$ cat src/sv/binary_min_heap_event_queue_defines.svh
// assertion macros shared by the event queue rtl
`ifndef BINARY_MIN_HEAP_EVENT_QUEUE_DEFINES_SVH
`define BINARY_MIN_HEAP_EVENT_QUEUE_DEFINES_SVH

// same-cycle implication, disabled during reset
`define BMHQ_ASSERT_NOW(label, clk, rstn, ante, cons) \
  label: assert property (@(posedge clk) disable iff (!rstn) (ante) |-> (cons)) \
    else $error("bmhq assertion failed");

// next-cycle implication, disabled during reset
`define BMHQ_ASSERT_NEXT(label, clk, rstn, ante, cons) \
  label: assert property (@(posedge clk) disable iff (!rstn) (ante) |=> (cons)) \
    else $error("bmhq assertion failed");

`endif

$ cat src/sv/bmhq_ram.sv
// ----------------------------------------------------------------------------
// bmhq_ram
// simple dual-port ram, one write and one registered read per cycle
// ----------------------------------------------------------------------------
module bmhq_ram #(
  parameter int WIDTH = 8,
  parameter int DEPTH = 16,
  localparam int AW   = (DEPTH > 1) ? $clog2(DEPTH) : 1
) (
  input  logic             clk_i,
  input  logic             we_i,
  input  logic [AW-1:0]    waddr_i,
  input  logic [WIDTH-1:0] wdata_i,
  input  logic [AW-1:0]    raddr_i,
  output logic [WIDTH-1:0] rdata_o
);

  logic [WIDTH-1:0] mem_q [DEPTH];
  logic [WIDTH-1:0] rdata_q;

  always_ff @(posedge clk_i) begin
    if (we_i) begin
      mem_q[waddr_i] <= wdata_i;
    end
    rdata_q <= mem_q[raddr_i];
  end

  assign rdata_o = rdata_q;

endmodule

$ cat config.mk
export PLATFORM = sky130hd
export DESIGN_NAME = bmhq_ram
export DESIGN_NICKNAME = d
export VERILOG_FILES = /design/src/sv/binary_min_heap_event_queue_defines.svh /design/src/sv/bmhq_ram.sv
export SDC_FILE = /design/constraint.sdc
export NUM_CORES = 1
export LEC_CHECK = 0
export ABC_AREA = 1
export BUFFER_PORTS_ARGS = -buffer_cell sky130_fd_sc_hd__buf_2
export CORE_ASPECT_RATIO = 1.1
export CORE_MARGIN = 3
export CORE_UTILIZATION = 30
export DETAILED_ROUTE_END_ITERATION = 7
export SLEW_MARGIN = 20
export SYNTH_ARGS = -nofsm -noshare
export SYNTH_HDL_FRONTEND = slang
export SYNTH_SLANG_ARGS = --single-unit
$ cat constraint.sdc
create_clock -name clk_i -period 1.41 [get_ports clk_i]
set_input_delay 0.282 -clock clk_i [delete_from_list [all_inputs] [get_ports clk_i]]
set_output_delay 0.282 -clock clk_i [all_outputs]
set_load 0.02 [all_outputs]
---- Yosys cells after proc, flatten, opt, wreduce, memory -nomap -nowiden ----
Memory sizes are Yosys's and may differ from the RTL's. A register that Yosys moved wholly into a read port is not among the register bits.
Cells that the tools add are included.
Widths: inputs -> output; s select.
word-level totals
  output and inout port bits .............. 8
  bits in writable memories ............... 128
  memories ................................ 1
  word-level logic and storage cells ...... 3
  register bits after elaboration ......... 0
memories
  memory  depth  bits a word  read ports  clocked after memory_dff  write ports  RTL line        text
  mem_q   16     8            1           1                         1            bmhq_ram.sv:18  logic [WIDTH-1:0] mem_q [DEPTH];
cells by class
  multiplexer cells ....................... 2
operators with widths
  cell    count
  $mux 1  2

---- Depth between registers and ports, before layout ----
  word-level depth ........................ 2
  depth in mapped cells ................... 8
  mapped depth without buffers ............ 7

---- Least setup slack after synthesis ----
OpenSTA, ideal clock, no wires.
  path type ............................... in2reg
  from .................................... input waddr_i[2]
  to ...................................... memory mem_q[10][0], enable pin
  library setup time ...................... 0.370 ns
  stages on the path ...................... 2
  slack ................................... 0.177 ns
  arrival time ............................ 0.863 ns
  buffers on the path ..................... 0
  cells stage by stage .................... nand3b_1 nor2_1
RTL lines
  element          RTL line        text
  start, declared  bmhq_ram.sv:12  input logic [AW-1:0] waddr_i,
  end, declared    bmhq_ram.sv:18
No word-level cell before the write port.

---- Final worst setup path ----
  from .................................... register rdata_q[5] (netlist: rdata_o[5]), read port of mem_q
  to ...................................... output rdata_o[5]
RTL lines
  element          RTL line        text
  start, declared  bmhq_ram.sv:19  logic [WIDTH-1:0] rdata_q;
  end, declared    bmhq_ram.sv:15  output logic [WIDTH-1:0] rdata_o
No word-level cell between the ends.

==> key figures <==
Clocking
  – Root Driver: clkbuf_16
  – Clock Pin Slew Worst Setup and Hold Paths: 0.06 ns
  – Later-pin clock latency in the skew report: 0.41 ns
  – # resized after CTS: 0
  – Num CTS Buffers: 17
  – CTS H-tree depth: 4
  – CTS Sinks: 136
  – CTS tree: yes
  – Post-CTS Setup Bufs: 0
  – Clock Path Buffers: 2
  – Hold buffers post-CTS: 0

Detailed routing
  – M1 WL: 5940 µm
  – Initial DRC count: 245
  – Routed WL: 13130 µm
  – Total number of vias: 3755
  – Vias/cell: 4.392
  – Top Metal Used: met4
  – Met2 routed wirelength: 6277 µm
  – Routed length per placed instance: 15.36 µm
  – DRT antenna net count: 0
  – Met3 wire length: 637 µm
  – Drt drc: 0
  – DR pass1 iterations: 5

Worst setup path
  – Worst path cell trace: buf_2
  – Worst-path fanout max: 1
  – Setup CP Type: flip-flop to output pin
  – Crit end category: output pin
  – Worst reg-to-reg path cell count: 6
  – Worst Path Buf+Inv: 1
  – Top Family by Delay on Critical Path: flip-flops
  – Slowest-stage cell, CP: dfxtp_1
  – Worst EP arrival: 0.97 ns
  – Critical Path Start Type: flip-flop
  – Req. time, crit path: 1.13 ns
  – Worst path max stage delay: 0.37 ns
  – Number of cells on the critical path: 1

Pwr
  – Design Power: 9.516 mW
  – VDD IR-drop max: 704.5 µV
  – Power density over the cells: 1381 mW/mm²
  – Static Leakage: 2.964 nW

Logic synthesis
  – Mapped Area: 0.005767 mm²
  – Synthesized Nets: 569
  – Syn. warnings: 0
  – Unique cell type count in the Yosys netlist: 12
  – Sequential element share of the synthesized area: 69.43%
  – Ranking of synthesized cells by area: edfxtp_1, nand2_1, nand3_1
  – Post-Syn Area per Cell: 10.47 µm²
  – Share of the synthesized area in the top cell type: 66.65%
  – Flops & latches, synth: 136
  – Dominant cell type by area after synthesis: edfxtp_1
  – Syn Inst Count: 551

STA
  – Final worst-path setup slack: 0.1545 ns
  – Fin. Hold Viols: 0
  – Final Cycle Share: 89.04%
  – Post-layout minimum cycle time: 1.256 ns
  – Endpoints failing setup: 0
  – Relative slew slack: 75.83%
  – RSZ-0062 raised after global routing: false
  – Skew final: 0.004771 ns
  – Setup TNS: 0 ns
  – Final slew viol count: 0
  – Worst slew pin tran: 0.3625 ns
  – Achievable Freq: 796.5 MHz

Worst hold path
  – Hold WC Path Type: input port to flip-flop
  – Worst hold stages: 4

Layout
  – Diodes inserted: 0
  – Final net count: 617
  – Final core utilization: 37.02%
  – Design area: 0.006889 mm²
  – Area Overhead vs Synth: 19.46%
  – Layout cells sized above 1: 13.56%

Die
  – Starting density of the core: 30.99%
  – Die W: 138.2 µm
  – Die Ht: 151.4 µm
  – IO Pins: 26
  – Die ar.: 0.02092 mm²
  – Core Area: 0.01861 mm²
  – Cell row count: 52

Run
  – Max_cap viols: 0

Global routing
  – Gr usage total: 13.22%
  – Global route total overflow: 0
  – Initial antenna violation count: 0
  – Largest net degree at the start of global routing: 37
  – Number of global-route vias before repair: 3581
  – First-pass GRT wire length: 20730 µm

Place
  – Area post-placement: 0.006302 mm²
  – Number of buffers added on ports: 25
  – Pre-CTS setup slack: 0.05804 ns
  – Gpl congestion: 0.7846
  – Post-detail-place hpwl: 8451 µm

Outcome
  – Run status: finished, final reports clean
==> final cells by class <==
type                       instances  area [µm²]
fill                            1850       11720
clock inverter                    13       153.9
tap                              243       304.0
clock buffer                      19       432.9
inverter                         102       382.9
multi-input combinational        289        1214
timing repair buffer              53       397.9
sequential                       136        4004
==> stage by stage <==
step | instances | hold WS (ns)
after floorplan | 551 | 0.3809
after global placement | 823 | 0.6473
after detailed placement | 823 | 0.6558
after CTS | 855 | 0.2270
after global routing | 855 | 0.2443
final | 855 | 0.2499
==> worst paths after layout <==
path              slack [ns]          from         end
setup / recovery        0.15    rdata_o[5]  rdata_o[5]
hold / removal          0.25    raddr_i[2]  rdata_o[2]
setup reg to reg        0.41  mem_q[10][1]  rdata_o[1]
hold reg to reg         0.68  mem_q[11][3]  rdata_o[3]
==> sequential cells by signal (all words and copies together), names as in the netlist <==
signal and count:
mem_q 128, rdata_o 8
==> where the power goes <==
part	switching, mW	internal, mW
sequential	0.0332	4.52
combinational	0.420	0.190
clock	1.59	2.76
==> metal layers <==
metal | GRT usage [%] | vias to the layer above
met5 | 0 | -
met4 | 4.990 | 0
met3 | 3.031 | 18
met2 | 21.85 | 98
met1 | 17.08 | 1771
li1 | - | 1868
==> cell usage in the layout (no fill, tap or decap), types with 5 or more instances in the layout <==
master     count
nand2_1      173
clkbuf_16     17
buf_2         25
nand3_1       97
buf_12         5
edfxtp_1     128
inv_1        100
buf_4         23
dfxtp_1        8
nor2_1        17
==> cell usage after synthesis, drive strengths merged <==
library cell and instances:
nand3b 2, inv 102, edfxtp 128, nand2 173, nor2 17, nand3 97
dfxtp 8, buf 24
==> worst register-to-register path: stages (launching register included) <==
cell      delay, ns
edfxtp_1       0.35
inv_1          0.07
nand2_1        0.06
nand3_1        0.08
nand3_1        0.10
nand3_1        0.16
nand2_1        0.07
==> kinds of logic after synthesis <==
logic type / after synthesis / synth area share, %
buf+inv: 126 / 9.525
flops: 136 / 69.43
simple gates: 289 / 21.05
Note: power is estimated with default switching activity, not from simulation.
